[src/rtl/tlsdp_pkg.sv]
// Types, register indexes and the saturating add for the two-line scheduling
// block; the types are shared with its checker. No dependencies.
`timescale 1ns / 1ps
`default_nettype none

package tlsdp_pkg;

  localparam int unsigned CostW  = 24;
  localparam int unsigned FieldW = 16;
  localparam int unsigned StaW   = 6;
  localparam int unsigned CfgIdxW = 8;

  localparam logic [CostW-1:0] CostMax = {CostW{1'b1}};

  localparam logic [CfgIdxW-1:0] RegEntry1 = 8'd0;
  localparam logic [CfgIdxW-1:0] RegEntry2 = 8'd1;
  localparam logic [CfgIdxW-1:0] RegExit1  = 8'd2;
  localparam logic [CfgIdxW-1:0] RegExit2  = 8'd3;

  localparam logic [1:0] LineNone = 2'd0;

  typedef struct packed {
    logic [FieldW-1:0] station_cost_line1;
    logic [FieldW-1:0] station_cost_line2;
    logic [FieldW-1:0] move_from_line1;
    logic [FieldW-1:0] move_from_line2;
    logic              final_station;
  } item_t;

  typedef struct packed {
    logic [CostW-1:0] best_total;
    logic [1:0]       chosen_line;
    logic [StaW-1:0]  station_number;
    logic             run_end;
  } result_t;

  function automatic logic [CostW-1:0] sat_add(input logic [CostW-1:0] a,
                                                input logic [CostW-1:0] b);
    logic [CostW:0] s;
    s = {1'b0, a} + {1'b0, b};
    return s[CostW] ? CostMax : s[CostW-1:0];
  endfunction

endpackage

`default_nettype wire

[src/rtl/two_line_schedule_dp.sv]
// Two-line assembly scheduling: forward pass per station, then traceback.
// One station request per cycle is taken during the forward pass.
// After the last station the exit totals are formed, the traceback walks the
// predecessor memory back to the first station, then the cost result and each
// line result follow (path memory read, then output load).
// Reset: config, running costs and counter clear; the memories are not cleared.
`timescale 1ns / 1ps
`default_nettype none

module two_line_schedule_dp #(
  parameter int unsigned MAX_STATIONS = 32
) (
  input  wire                              clk_i,
  input  wire                              rst_ni,
  input  wire                              cfg_we_i,
  input  wire  [tlsdp_pkg::CfgIdxW-1:0]    cfg_idx_i,
  input  wire  [tlsdp_pkg::FieldW-1:0]     cfg_data_i,
  input  wire                              in_valid_i,
  output logic                             in_stall_o,
  input  tlsdp_pkg::item_t                 in_req_i,
  output logic                             out_valid_o,
  input  wire                              out_stall_i,
  output tlsdp_pkg::result_t               out_req_o
);
  import tlsdp_pkg::*;

  localparam int unsigned AW = (MAX_STATIONS > 1) ? $clog2(MAX_STATIONS) : 1;
  localparam logic [AW-1:0] LastIdx = AW'(MAX_STATIONS - 1);

  typedef enum logic [6:0] {
    S_IDLE = 7'b0000001,
    S_FIN  = 7'b0000010,
    S_TBR  = 7'b0000100,
    S_TB   = 7'b0001000,
    S_COST = 7'b0010000,
    S_RD   = 7'b0100000,
    S_LD   = 7'b1000000
  } state_e;

  state_e state_q, state_d;

  logic [FieldW-1:0] entry1_q, entry2_q, exit1_q, exit2_q;
  logic [CostW-1:0]  run1_q, run1_d, run2_q, run2_d;
  logic [AW-1:0]     cnt_q, cnt_d;
  logic [AW-1:0]     last_q, last_d;
  logic [AW-1:0]     tb_k_q, tb_k_d;
  logic [AW-1:0]     em_k_q, em_k_d;
  logic [CostW-1:0]  best_q, best_d;
  logic              line_q, line_d;
  logic              out_valid_q, out_valid_d;
  result_t           out_q, out_d;

  logic [1:0] pred_mem [MAX_STATIONS];
  logic       path_mem [MAX_STATIONS];
  logic [1:0] pred_rd_q;
  logic       path_rd_q;
  logic [AW-1:0] pred_raddr;
  logic       pred_we, path_we, path_re;
  logic [1:0] pred_wdata;

  logic in_acc, slot_free, is_final;
  logic [CostW-1:0] c1, c2, m1, m2;
  logic [CostW-1:0] stay1, move1, stay2, move2, n1, n2, t1, t2;

  assign in_stall_o  = (state_q != S_IDLE);
  assign in_acc      = in_valid_i && !in_stall_o;
  assign slot_free   = !out_valid_q || !out_stall_i;
  assign out_valid_o = out_valid_q;
  assign out_req_o   = out_q;

  assign c1 = CostW'(in_req_i.station_cost_line1);
  assign c2 = CostW'(in_req_i.station_cost_line2);
  assign m1 = CostW'(in_req_i.move_from_line1);
  assign m2 = CostW'(in_req_i.move_from_line2);
  assign is_final = in_req_i.final_station || (cnt_q == LastIdx);

  always_comb begin
    stay1 = sat_add(run1_q, c1);
    move1 = sat_add(sat_add(run2_q, c1), m2);
    stay2 = sat_add(run2_q, c2);
    move2 = sat_add(sat_add(run1_q, c2), m1);
    if (cnt_q == '0) begin
      n1 = sat_add(CostW'(entry1_q), c1);
      n2 = sat_add(CostW'(entry2_q), c2);
      pred_wdata = 2'b00;
    end else begin
      n1 = (stay1 <= move1) ? stay1 : move1;
      n2 = (stay2 <= move2) ? stay2 : move2;
      pred_wdata = {stay2 > move2, stay1 > move1};
    end
    t1 = sat_add(run1_q, CostW'(exit1_q));
    t2 = sat_add(run2_q, CostW'(exit2_q));
  end

  always_comb begin
    state_d     = state_q;
    run1_d      = run1_q;
    run2_d      = run2_q;
    cnt_d       = cnt_q;
    last_d      = last_q;
    tb_k_d      = tb_k_q;
    em_k_d      = em_k_q;
    best_d      = best_q;
    line_d      = line_q;
    out_d       = out_q;
    out_valid_d = out_valid_q && out_stall_i;
    pred_we     = 1'b0;
    path_we     = 1'b0;
    path_re     = 1'b0;
    pred_raddr  = tb_k_q - AW'(1);
    unique case (state_q)
      S_IDLE: begin
        if (in_acc) begin
          pred_we = 1'b1;
          run1_d  = n1;
          run2_d  = n2;
          if (is_final) begin
            last_d  = cnt_q;
            cnt_d   = '0;
            state_d = S_FIN;
          end else begin
            cnt_d = cnt_q + AW'(1);
          end
        end
      end
      S_FIN: begin
        best_d  = (t1 <= t2) ? t1 : t2;
        line_d  = !(t1 <= t2);
        run1_d  = '0;
        run2_d  = '0;
        state_d = S_TBR;
      end
      S_TBR: begin
        pred_raddr = last_q;
        tb_k_d     = last_q;
        state_d    = S_TB;
      end
      S_TB: begin
        path_we = 1'b1;
        line_d  = line_q ? !pred_rd_q[1] : pred_rd_q[0];
        if (tb_k_q == '0) begin
          state_d = S_COST;
        end else begin
          tb_k_d = tb_k_q - AW'(1);
        end
      end
      S_COST: begin
        if (slot_free) begin
          out_valid_d          = 1'b1;
          out_d.best_total     = best_q;
          out_d.chosen_line    = LineNone;
          out_d.station_number = '0;
          out_d.run_end        = 1'b0;
          em_k_d               = '0;
          state_d              = S_RD;
        end
      end
      S_RD: begin
        path_re = 1'b1;
        state_d = S_LD;
      end
      S_LD: begin
        if (slot_free) begin
          out_valid_d          = 1'b1;
          out_d.best_total     = '0;
          out_d.chosen_line    = {1'b0, path_rd_q} + 2'd1;
          out_d.station_number = StaW'(em_k_q) + StaW'(1);
          out_d.run_end        = (em_k_q == last_q);
          if (em_k_q == last_q) begin
            state_d = S_IDLE;
          end else begin
            em_k_d  = em_k_q + AW'(1);
            state_d = S_RD;
          end
        end
      end
      default: state_d = S_IDLE;
    endcase
  end

  always_ff @(posedge clk_i) begin
    if (pred_we) begin
      pred_mem[cnt_q] <= pred_wdata;
    end
    pred_rd_q <= pred_mem[pred_raddr];
    if (path_we) begin
      path_mem[tb_k_q] <= line_q;
    end
    if (path_re) begin
      path_rd_q <= path_mem[em_k_q];
    end
  end

  always_ff @(posedge clk_i or negedge rst_ni) begin
    if (!rst_ni) begin
      state_q     <= S_IDLE;
      entry1_q    <= '0;
      entry2_q    <= '0;
      exit1_q     <= '0;
      exit2_q     <= '0;
      run1_q      <= '0;
      run2_q      <= '0;
      cnt_q       <= '0;
      out_valid_q <= 1'b0;
    end else begin
      state_q     <= state_d;
      run1_q      <= run1_d;
      run2_q      <= run2_d;
      cnt_q       <= cnt_d;
      out_valid_q <= out_valid_d;
      if (cfg_we_i) begin
        unique case (cfg_idx_i)
          RegEntry1: entry1_q <= cfg_data_i;
          RegEntry2: entry2_q <= cfg_data_i;
          RegExit1:  exit1_q  <= cfg_data_i;
          RegExit2:  exit2_q  <= cfg_data_i;
          default: ;
        endcase
      end
    end
  end

  always_ff @(posedge clk_i) begin
    last_q <= last_d;
    tb_k_q <= tb_k_d;
    em_k_q <= em_k_d;
    best_q <= best_d;
    line_q <= line_d;
    out_q  <= out_d;
  end

endmodule

`default_nettype wire

[config.mk]
export PLATFORM = sky130hd
export DESIGN_NAME = two_line_schedule_dp
export DESIGN_NICKNAME = d
export VERILOG_FILES = /design/src/rtl/tlsdp_pkg.sv /design/src/rtl/two_line_schedule_dp.sv
export SDC_FILE = /design/constraint.sdc
export NUM_CORES = 1
export LEC_CHECK = 0
export BUFFER_PORTS_ARGS = -buffer_cell sky130_fd_sc_hd__buf_4
export CORE_ASPECT_RATIO = 0.8
export CORE_MARGIN = 2
export CORE_UTILIZATION = 30
export DETAILED_ROUTE_END_ITERATION = 10
export RECOVER_POWER = 100
export SKIP_CTS_REPAIR_TIMING = 1
export SLEW_MARGIN = 20
export SYNTH_ARGS = -nofsm -noshare
export SYNTH_HDL_FRONTEND = slang
export SYNTH_SLANG_ARGS = --single-unit
[constraint.sdc]
create_clock -name clk_i -period 12.2 [get_ports clk_i]
set_input_delay 2.44 -clock clk_i [delete_from_list [all_inputs] [get_ports clk_i]]
set_output_delay 2.44 -clock clk_i [all_outputs]
set_load 0.02 [all_outputs]
# After elaboration in Yosys (flattened, before gate mapping)
# Memories as Yosys holds them, arrays and structs flattened. A register that Yosys moved wholly into a read port is not among the register bits.
# Index checks and enable logic that the tools add are counted.
word_totals:
  regBits: 198
  ramBits: 96
  n_memories: 2
  wordCells: 138
  in_bits: 94
  out_inout_bits: 35
memory_table:
  columns: ["name", "words", "width", "rd", "rd_clocked_by_memory_dff", "write_ports", "line", "rtl"]
  rows:
  - ["pred_mem", 32, 2, 1, 1, 1, "two_line_schedule_dp.sv:53", "logic [1:0] pred_mem [MAX_STATIONS];"]
  - ["path_mem", 32, 1, 1, 1, 1, "two_line_schedule_dp.sv:54", "logic path_mem [MAX_STATIONS];"]
classes:
  add_sub_neg: 15
  eq_ne: 20
  reduce_logical: 28
  mux: 50
  order_cmp: 5
ops:
  columns: ["op", "count"]
  rows:
  - ["two-way mux 24 bit", 17]
  - ["adder 24 x 16 -> 25 bit", 8]
  - ["case mux 24 bit (2 select lines)", 2]
  - ["<= comparator 24 bit", 3]
  - ["two-way mux 33 bit", 2]
  - ["case mux 33 bit (2 select lines)", 1]
  - ["case mux 7 bit (7 select lines)", 1]
  - ["> comparator 24 bit", 2]
  - ["two-way mux 7 bit", 5]
  - ["adder 16 x 16 -> 17 bit", 2]
  - ["two-way mux 5 bit", 6]
  - ["case mux 5 bit (2 select lines)", 2]
  - ["== test 8 x 2 -> 1 bit, second input constant", 2]
  - ["!= test 2 bit, second input constant", 7]
  - ["AND reduction 2 bit", 7]
  - ["two-way mux 1 bit", 11]
  - ["adder 5 x 1 -> 5 bit, second input constant", 2]
  - ["zero test 5 bit", 2]
  - ["== test 8 x 1 -> 1 bit, second input constant", 1]
  - ["zero test 8 bit", 1]
  - ["nonzero test 2 bit", 4]
  - ["== test 7 x 1 -> 1 bit, second input constant", 1]
  - ["== test 7 x 2 -> 1 bit, second input constant", 1]
  - ["== test 7 x 3 -> 1 bit, second input constant", 1]
  - ["20 further kinds", 27]

# Depth between registers and ports, before layout
# Gate-level depths: netlist of run 1.
depth:
  depth_word: 9
  depth_mapped: 34
  mapped_depth_nobuf: 31

# Least setup slack after synthesis of run 1
# Ideal clock, no wire load.
synth_path:
  path_type: "in2reg"
  startpoint: "in in_req_i[33] (netlist name)"
  endpoint: "mem pred_mem[0][1] (data pin)"
  path_stages: 32
  setup_ps: 346
  setup_slack_ps: 2834
  t_arrival_ps: 9019
  cell_sequence: "ha_1 -> fa_1 -> a211oi_1 -> nor2_1 -> o22ai_1 -> a21boi_1 -> o21ai_1 -> clkbuf_1 -> clkbuf_1 -> nand2_1 -> ha_1 -> nor2b_1 -> o211ai_1 -> a31oi_1 -> o21ai_0 -> o31a_1 -> nor3_1 -> o211a_1 -> and2_1 -> buf_2 -> buf_4 -> nor2_1 -> ha_1 -> nand4_1 -> nor4_1 -> and3_1 -> a21boi_0 -> a2111oi_0 -> a21oi_1 -> nand2_1 -> clkbuf_1 -> inv_1"
synth_via:
  elab_chain_cells: 6
  word_cells_on_any_way: 8
synth_lines:
  columns: ["element", "line", "rtl"]
  rows:
  - ["start: declaration", "two_line_schedule_dp.sv:20", "input tlsdp_pkg::item_t in_req_i,"]
  - ["adder 24 x 16 -> 25 bit", "tlsdp_pkg.sv:40", "s = {1'b0, a} + {1'b0, b};"]
  - ["two-way mux 24 bit", "tlsdp_pkg.sv:41", "return s[CostW] ? CostMax : s[CostW-1:0];"]
  - ["adder 24 x 16 -> 25 bit", "tlsdp_pkg.sv:40", null]
  - ["two-way mux 24 bit", "tlsdp_pkg.sv:41", null]
  - ["> comparator 24 bit *", "two_line_schedule_dp.sv:89", "pred_wdata = {stay2 > move2, stay1 > move1};"]
  - ["two-way mux 2 bit *", "two_line_schedule_dp.sv:82", "if (cnt_q == '0) begin"]
  - ["named net pred_wdata[1]", "two_line_schedule_dp.sv:59", "logic [1:0] pred_wdata;"]
  - ["end: declaration", "two_line_schedule_dp.sv:53", null]
# Mark *: on every way through the listed nets, which the timed path passes. The rest lies on a longest branch.

# Worst setup path in the final report of run 1
layout_path:
  startpoint: "in in_req_i[33] (netlist name)"
  endpoint: "mem pred_mem[19][1] (data pin)"
# Same word-level chain as after synthesis.

==> summary.txt, run 1 <==
Global route
  – Busiest grt layer: met1
  – Total track usage: 19.2%
  – First-pass GRT wire length: 121000 um
  – Global route overflow: 0
  – M1 GR Usage: 30.8%
  – Vias in the first global route: 19500
  – Initial antenna violation count: 3
  – Largest net degree at the start of global routing: 65
  – Met2 GRT Util: 25.2%
  – Met3 Track Usage GR: 4.64%

Worst setup path
  – Worst Path Required: 12.41 ns
  – Startpoint types: input pin
  – RR Endpoint: pred_mem[19][1]$_DFFE_PP_
  – Crit. End Element: register
  – Critical Setup Path Class: input pin to register
  – Worst R2R Setup Slack: 2.44 ns
  – Critical path depth: 30
  – Crit path max-delay family: compound AO/OA/AOI/OAI gates
  – Crit path arrival time: 11.39 ns
  – Worst r2r src: run1_q[0]$_DFFE_PN0P_
  – Worst Path Buf+Inv: 4
  – Worst-case reg-to-reg path depth: 29
  – Max FO, Critical Path: 32
  – CP max-delay cell: o21ai_1
  – CP max stage delay: 0.94 ns

Power and ir drop
  – VDD IR max: 0.231 mV
  – PD cells: 276 nW/um2
  – Leakage: 11.5 nW
  – Power, Total: 0.00747 W

Route
  – DRC Markers: 0
  – Number of DRC markers in iteration 0: 2302
  – First-pass iteration count of the detailed router: 5
  – Total wire length: 80700 um
  – WL per Instance: 21.5 um
  – Via count: 21000
  – DR vias/cell: 5.60
  – ANT nets after route: 0

Cells and area
  – Area Growth Syn to Fin: 12.7%
  – Finished Cell Area: 27100 um2
  – NumNets Final: 3032
  – Layout cells sized above 1: 10.7%
  – # fillers: 8070

Hold path
  – Min-delay worst type: register to register
  – Worst hold endpoint: entry1_q[0]$_DFFE_PN0P_
  – Hold Path Stages: 1
  – Hold_sp: entry1_q[0]$_DFFE_PN0P_

STA
  – Setup clock skew after layout: 0.0245 ns
  – Crit path time final: 11.18 ns
  – Slew @ Worst Pin: 3.79 ns
  – RSZ-0062 raised after global routing: no
  – Fin Hold WS: 0.512 ns
  – Endpoints failing setup: 0
  – Max_slew headroom: -153%
  – Hold Violations, Final: 0
  – Setup TNS: 0 ns
  – FMAX: 89.4 MHz
  – Fin crit share: 91.7%
  – Fin. max-slew vios: 236

Floorplanning
  – Die area: 82500 um2
  – Die width: 321 um
  – Core Area: 79100 um2
  – FP Rows: 92
  – Initial core utilization: 30.4%
  – Chip Height: 257 um
  – Io pins: 129

Yosys
  – Async SR Flop Fraction: 42.1%
  – Yosys warns: 0
  – Post-synth EDFFs: 170
  – Prevailing post-synth register cell: edfxtp_1
  – Post-synth cell types: 90
  – Mapped Nets: 2935
  – Share of the synthesized area in the top cell type: 21.2%
  – Mapped Area: 24100 um2
  – Leading area contributor after synthesis: edfxtp_1
  – Synth Area per Inst: 9.30 um2
  – Gate Count Post-Synth: 2588
  – Post-synthesis sequential area ratio: 34.4%
  – Area contributors post-synth: edfxtp_1 (21%), dfrtp_1 (13%), ha_1 (13%)
  – Seq cells post-synth: 297

Clocking
  – Clock transition at path regs: 0.06 ns
  – CTS tree: yes
  – CTS max path bufs: 3
  – CTS Sinks: 297
  – Clock latency on the worst-skew pair: 0.56 ns
  – H-tree Lvls: 2
  – Root buf cell: clkbuf_16
  – Total CTS buffers: 35

Outcome
  – Run status: complete, but fails checks
  – Failing checks: capacitance limit, slew limit

Placement
  – Placed wire-length estimate: 64500 um
  – Placed cell area: 26200 um2
  – # port buffers: 128
  – Gpl congestion: 0.963

Job
  – MaxCap Viol Count: 5
==> cell type report <==
class | instances | area (um2) | share of cell area [%]
Antenna cell | 1 | 2.50 | 0.00923
Clock buffer | 47 | 1000 | 3.70
Clock inverter | 17 | 133 | 0.489
Inverter | 80 | 300 | 1.11
Multi-Input combinational cell | 2120 | 15100 | 55.9
Sequential cell | 297 | 8270 | 30.5
Tap cell | 1034 | 1290 | 4.77
Timing Repair Buffer | 151 | 953 | 3.52
==> cell usage in the layout (no fill, tap or decap), types with 15 or more instances in the layout <==
cell and instances:
dfrtp_1 124, a21o_1 59, clkbuf_16 36, o21ai_0 153
nand2_1 225, a211oi_1 38, clkbuf_1 53, inv_1 79
ha_1 243, and3_1 32, xnor2_1 92, o21a_1 33
or2_2 15, o211ai_1 37, a22oi_1 16, xor2_1 50
and2_1 22, a21oi_1 180, o31ai_1 24, mux2i_1 78
nand3_1 50, nor2b_1 26, o21bai_1 18, or3_1 23
and2_0 21, nand4_1 34, nor2_1 251, nand2b_1 32
nor3_1 60, mux2_2 81, o221ai_1 22, edfxtp_1 170
buf_4 102
==> per-layer routing <==
layer,wire [um],part of all wire [%]
met1,39900,49
met2,30200,37
met3,9250,11
met4,1370,1.7
met5,11,0.014
==> power by group <==
part	switching (W)	leakage [nW]	total [W]	internal (W)
registers	0.000262	3.21	0.00162	0.00135
clock network	0.000453	0.551	0.00104	0.000587
logic	0.00303	7.77	0.00482	0.00179
total	0.00374	11.5	0.00747	0.00373
==> cells in the mapped netlist (16+ instances only) <==
library cell,count
o221ai_1,22
and3_1,32
mux2i_1,78
and2_1,41
o21ai_0,146
dfrtp_1,124
ha_1,243
o21bai_1,18
inv_1,79
o31ai_1,24
nor2_1,252
nand2_1,225
edfxtp_1,170
nor3_1,61
a22oi_1,16
or3_1,23
nand2b_1,32
a21o_1,59
nand4_1,34
clkbuf_1,70
xnor2_1,92
a21oi_1,181
mux2_2,82
o21a_1,33
nor2b_1,26
a211oi_1,38
nand3_1,50
xor2_1,50
o211ai_1,37
==> registers in the layout, summed over array words and instances (netlist names), 7 cells and up <==
register	count
pred_mem	64
out_req_o	33
path_mem	32
best_q	24
run1_q	24
run2_q	24
entry1_q	16
entry2_q	16
exit1_q	16
exit2_q	16
state_q	7
==> stage by stage <==
step,cells,setup slack [ns],utilization [%]
floorplan,2588,2.83,-
global placement,3682,0.942,33.1
detailed placement,3682,0.755,33.1
CTS,3746,1.26,34.5
global route,3746,0.168,34.3
finish,3747,1.02,34.3
==> cells by family (layout without fill, tap and decap cells) <==
group	Yosys count	in the layout	synth area share [%]
AOI/OAI and AO/OA	701	701	19.1
xor gates and xnor gates	142	142	5.17
adders and majority gates	253	253	13.5
buffers and inverters	171	295	2.81
DFF	297	297	34.4
muxes	170	170	8.02
other	0	1	0
and+or+nand+nor	854	854	17.0
==> how the worst max path moves through the flow <==
stage | end | startpoint
2_1_floorplan | pred_mem[0][1]$_DFFE_PP_ | in_req_i[33]
3_3_place_gp | run1_q[1]$_DFFE_PN0P_ | in_req_i[62]
3_5_place_dp | pred_mem[17][1]$_DFFE_PP_ | in_req_i[33]
4_1_cts | pred_mem[17][1]$_DFFE_PP_ | in_req_i[33]
5_1_grt | pred_mem[16][1]$_DFFE_PP_ | in_req_i[33]
6_report | pred_mem[19][1]$_DFFE_PP_ | in_req_i[33]
Power figures use the tool's default switching activity.
==> run 2, diff against run 1 <==
--- a/config.mk
+++ b/config.mk
@@ -13,2 +13,3 @@
 export RECOVER_POWER = 100
+export REMOVE_ABC_BUFFERS = 1
 export SKIP_CTS_REPAIR_TIMING = 1
==> constraint.sdc (replaced) <==
create_clock -name clk_i -period 12.2 [get_ports clk_i]
set_input_delay 0.61 -clock clk_i [delete_from_list [all_inputs] [get_ports clk_i]]
set_output_delay 0.61 -clock clk_i [all_outputs]
set_load 0.02 [all_outputs]
==> run 2 against run 1 <==
Against the previous run: the flow still finishes with violations (capacitance limit, slew limit); worst setup slack improved by 0.67 ns; total power rose by 0.52%; flip-flop and latch count did not move; critical endpoint is now pred_mem[18][1]$_DFFE_PP_; core utilization rose by 0.14 points.
==> summary.txt, run 2 (synthesis results as in run 1) <==
Outcome
  – Failing checks: capacitance limit, slew limit
  – Run status: complete, but fails checks

Floorplanning
  – Io pins: 129
  – FP Rows: 92
  – Core Area: 79100 um2
  – Chip Height: 257 um
  – Die width: 321 um
  – Initial core utilization: 30.4%
  – Die area: 82500 um2

Clocking
  – CTS max path bufs: 3
  – CTS tree: yes
  – CTS Sinks: 297
  – Root buf cell: clkbuf_16
  – Clock transition at path regs: 0.06 ns
  – H-tree Lvls: 2
  – Clock latency on the worst-skew pair: 0.57 ns
  – Total CTS buffers: 37

STA
  – Setup clock skew after layout: 0.0183 ns
  – Max_slew headroom: -171%
  – Fin crit share: 86.2%
  – Setup TNS: 0 ns
  – Crit path time final: 10.51 ns
  – Endpoints failing setup: 0
  – Hold Violations, Final: 0
  – RSZ-0062 raised after global routing: no
  – Slew @ Worst Pin: 4.07 ns
  – FMAX: 95.1 MHz
  – Fin Hold WS: 0.302 ns
  – Fin. max-slew vios: 264

Cells and area
  – Area of the multi-input gates: 15200 um2
  – Layout cells sized above 1: 10.8%
  – Commonest non-fill, non-tap cell in the layout: nor2_1
  – Largest register FFs: 64
  – Largest Register: pred_mem
  – NumNets Final: 3034
  – Area Growth Syn to Fin: 13.1%
  – # fillers: 8083
  – Flip-flop and latch area: 8270 um2
  – Commonest non-fill, non-tap cells in the layout: nor2_1 (251), ha_1 (243), nand2_1 (225)

Worst setup path
  – Crit path max-delay family: compound AO/OA/AOI/OAI gates
  – Startpoint types: register
  – Critical path depth: 28
  – Worst-case reg-to-reg path depth: 28
  – CP max stage delay: 0.89 ns
  – Critical Setup Path Class: register to register
  – Max FO, Critical Path: 32
  – CP max-delay cell: inv_1
  – Worst Path Required: 12.42 ns
  – Crit. End Element: register
  – Worst Path Buf+Inv: 2
  – Crit path arrival time: 10.73 ns

Global route
  – Vias in the first global route: 19600
  – Largest net degree at the start of global routing: 65
  – Global route overflow: 0
  – First-pass GRT wire length: 122000 um
  – Total track usage: 19.3%
  – Initial antenna violation count: 3

Route
  – First-pass iteration count of the detailed router: 5
  – Total wire length: 80900 um
  – Number of DRC markers in iteration 0: 2078
  – ANT nets after route: 0
  – DRC Markers: 0
  – WL per Instance: 21.6 um
  – Via count: 20900
  – DR vias/cell: 5.58

Placement
  – Gpl congestion: 0.979
  – Placed wire-length estimate: 63700 um
  – # port buffers: 128

Job
  – MaxCap Viol Count: 6

Hold path
  – Hold Path Stages: 3
  – Min-delay worst type: input pin to register

Power and ir drop
  – VDD IR max: 0.130 mV
  – PD cells: 276 nW/um2
  – Leakage: 11.6 nW
run 2: cell types whose count changed in the layout (fill, tap and decap cells not counted), sizes merged:
cell / delta
buf: +2
bufinv: +3
clkinv: +2
clkinvlp: -1
inv: -2
run 2: worst paths after layout:
check                                        start                        end  slack (ns)
hold reg to reg            exit1_q[10]$_DFFE_PN0P_    exit1_q[10]$_DFFE_PN0P_        0.51
setup / recovery             run1_q[0]$_DFFE_PN0P_  pred_mem[18][1]$_DFFE_PP_        1.69
max in group asynchronous                   rst_ni    exit1_q[13]$_DFFE_PN0P_        5.89
min in group asynchronous                   rst_ni    entry2_q[6]$_DFFE_PN0P_        1.45
setup reg to reg             run1_q[0]$_DFFE_PN0P_  pred_mem[18][1]$_DFFE_PP_        1.69
hold / removal                         out_stall_i      out_valid_o$_DFF_PN0_        0.30
run 2: metal layers:
metal  global-route usage (%)  vias to the layer above  share of wire, %
met5                        0                        -             0.033
li1                         -                     9877                 -
met2                     26.8                      892                39
met1                     30.0                    10100                49
met4                     3.43                        4               1.4
met3                     4.58                       79                10
run 2: stage by stage:
| stage | setup slack [ns] | cell area (um2) | std cells | util (%) | total power (W) |
|---|---|---|---|---|---|
| global route | 0.849 | 27200 | 3750 | 34.4 | 0.00812 |
| detailed placement | 2.39 | 26200 | 3682 | 33.1 | 0.00630 |
| finish | 1.69 | 27200 | 3751 | 34.4 | 0.00751 |
| floorplan | 4.21 | 23700 | 2497 | - | 0.00484 |
| CTS | 2.56 | 27400 | 3750 | 34.6 | 0.00746 |
| global placement | 2.34 | 26200 | 3682 | 33.1 | 0.00632 |
run 2: power by group:
part | internal [W] | switching [W] | total (W)
clock network | 0.000658 | 0.000453 | 0.00111
logic | 0.00179 | 0.00302 | 0.00481
registers | 0.00135 | 0.000229 | 0.00158
total | 0.00380 | 0.00371 | 0.00751
run 2: worst reg2reg max path, delay by kind of cell (launching register included):
family / cells / cell delay (ns)
AO/OA/AOI/OAI: 12 / 3.96
AND/OR/NAND/NOR: 10 / 3.07
adder cells (fa/ha/maj): 4 / 1.43
buffers and inverters: 2 / 1.24
flip-flops: 1 / 0.47
run 2: final cells by class:
type,count,area share (%)
diodes,1,0.00919
clock buffers,49,3.76
clock inverters,19,0.722
inverters,80,1.10
multi-input cells,2120,55.7
flip-flops and latches,297,30.4
well taps,1034,4.75
repair buffers,151,3.53
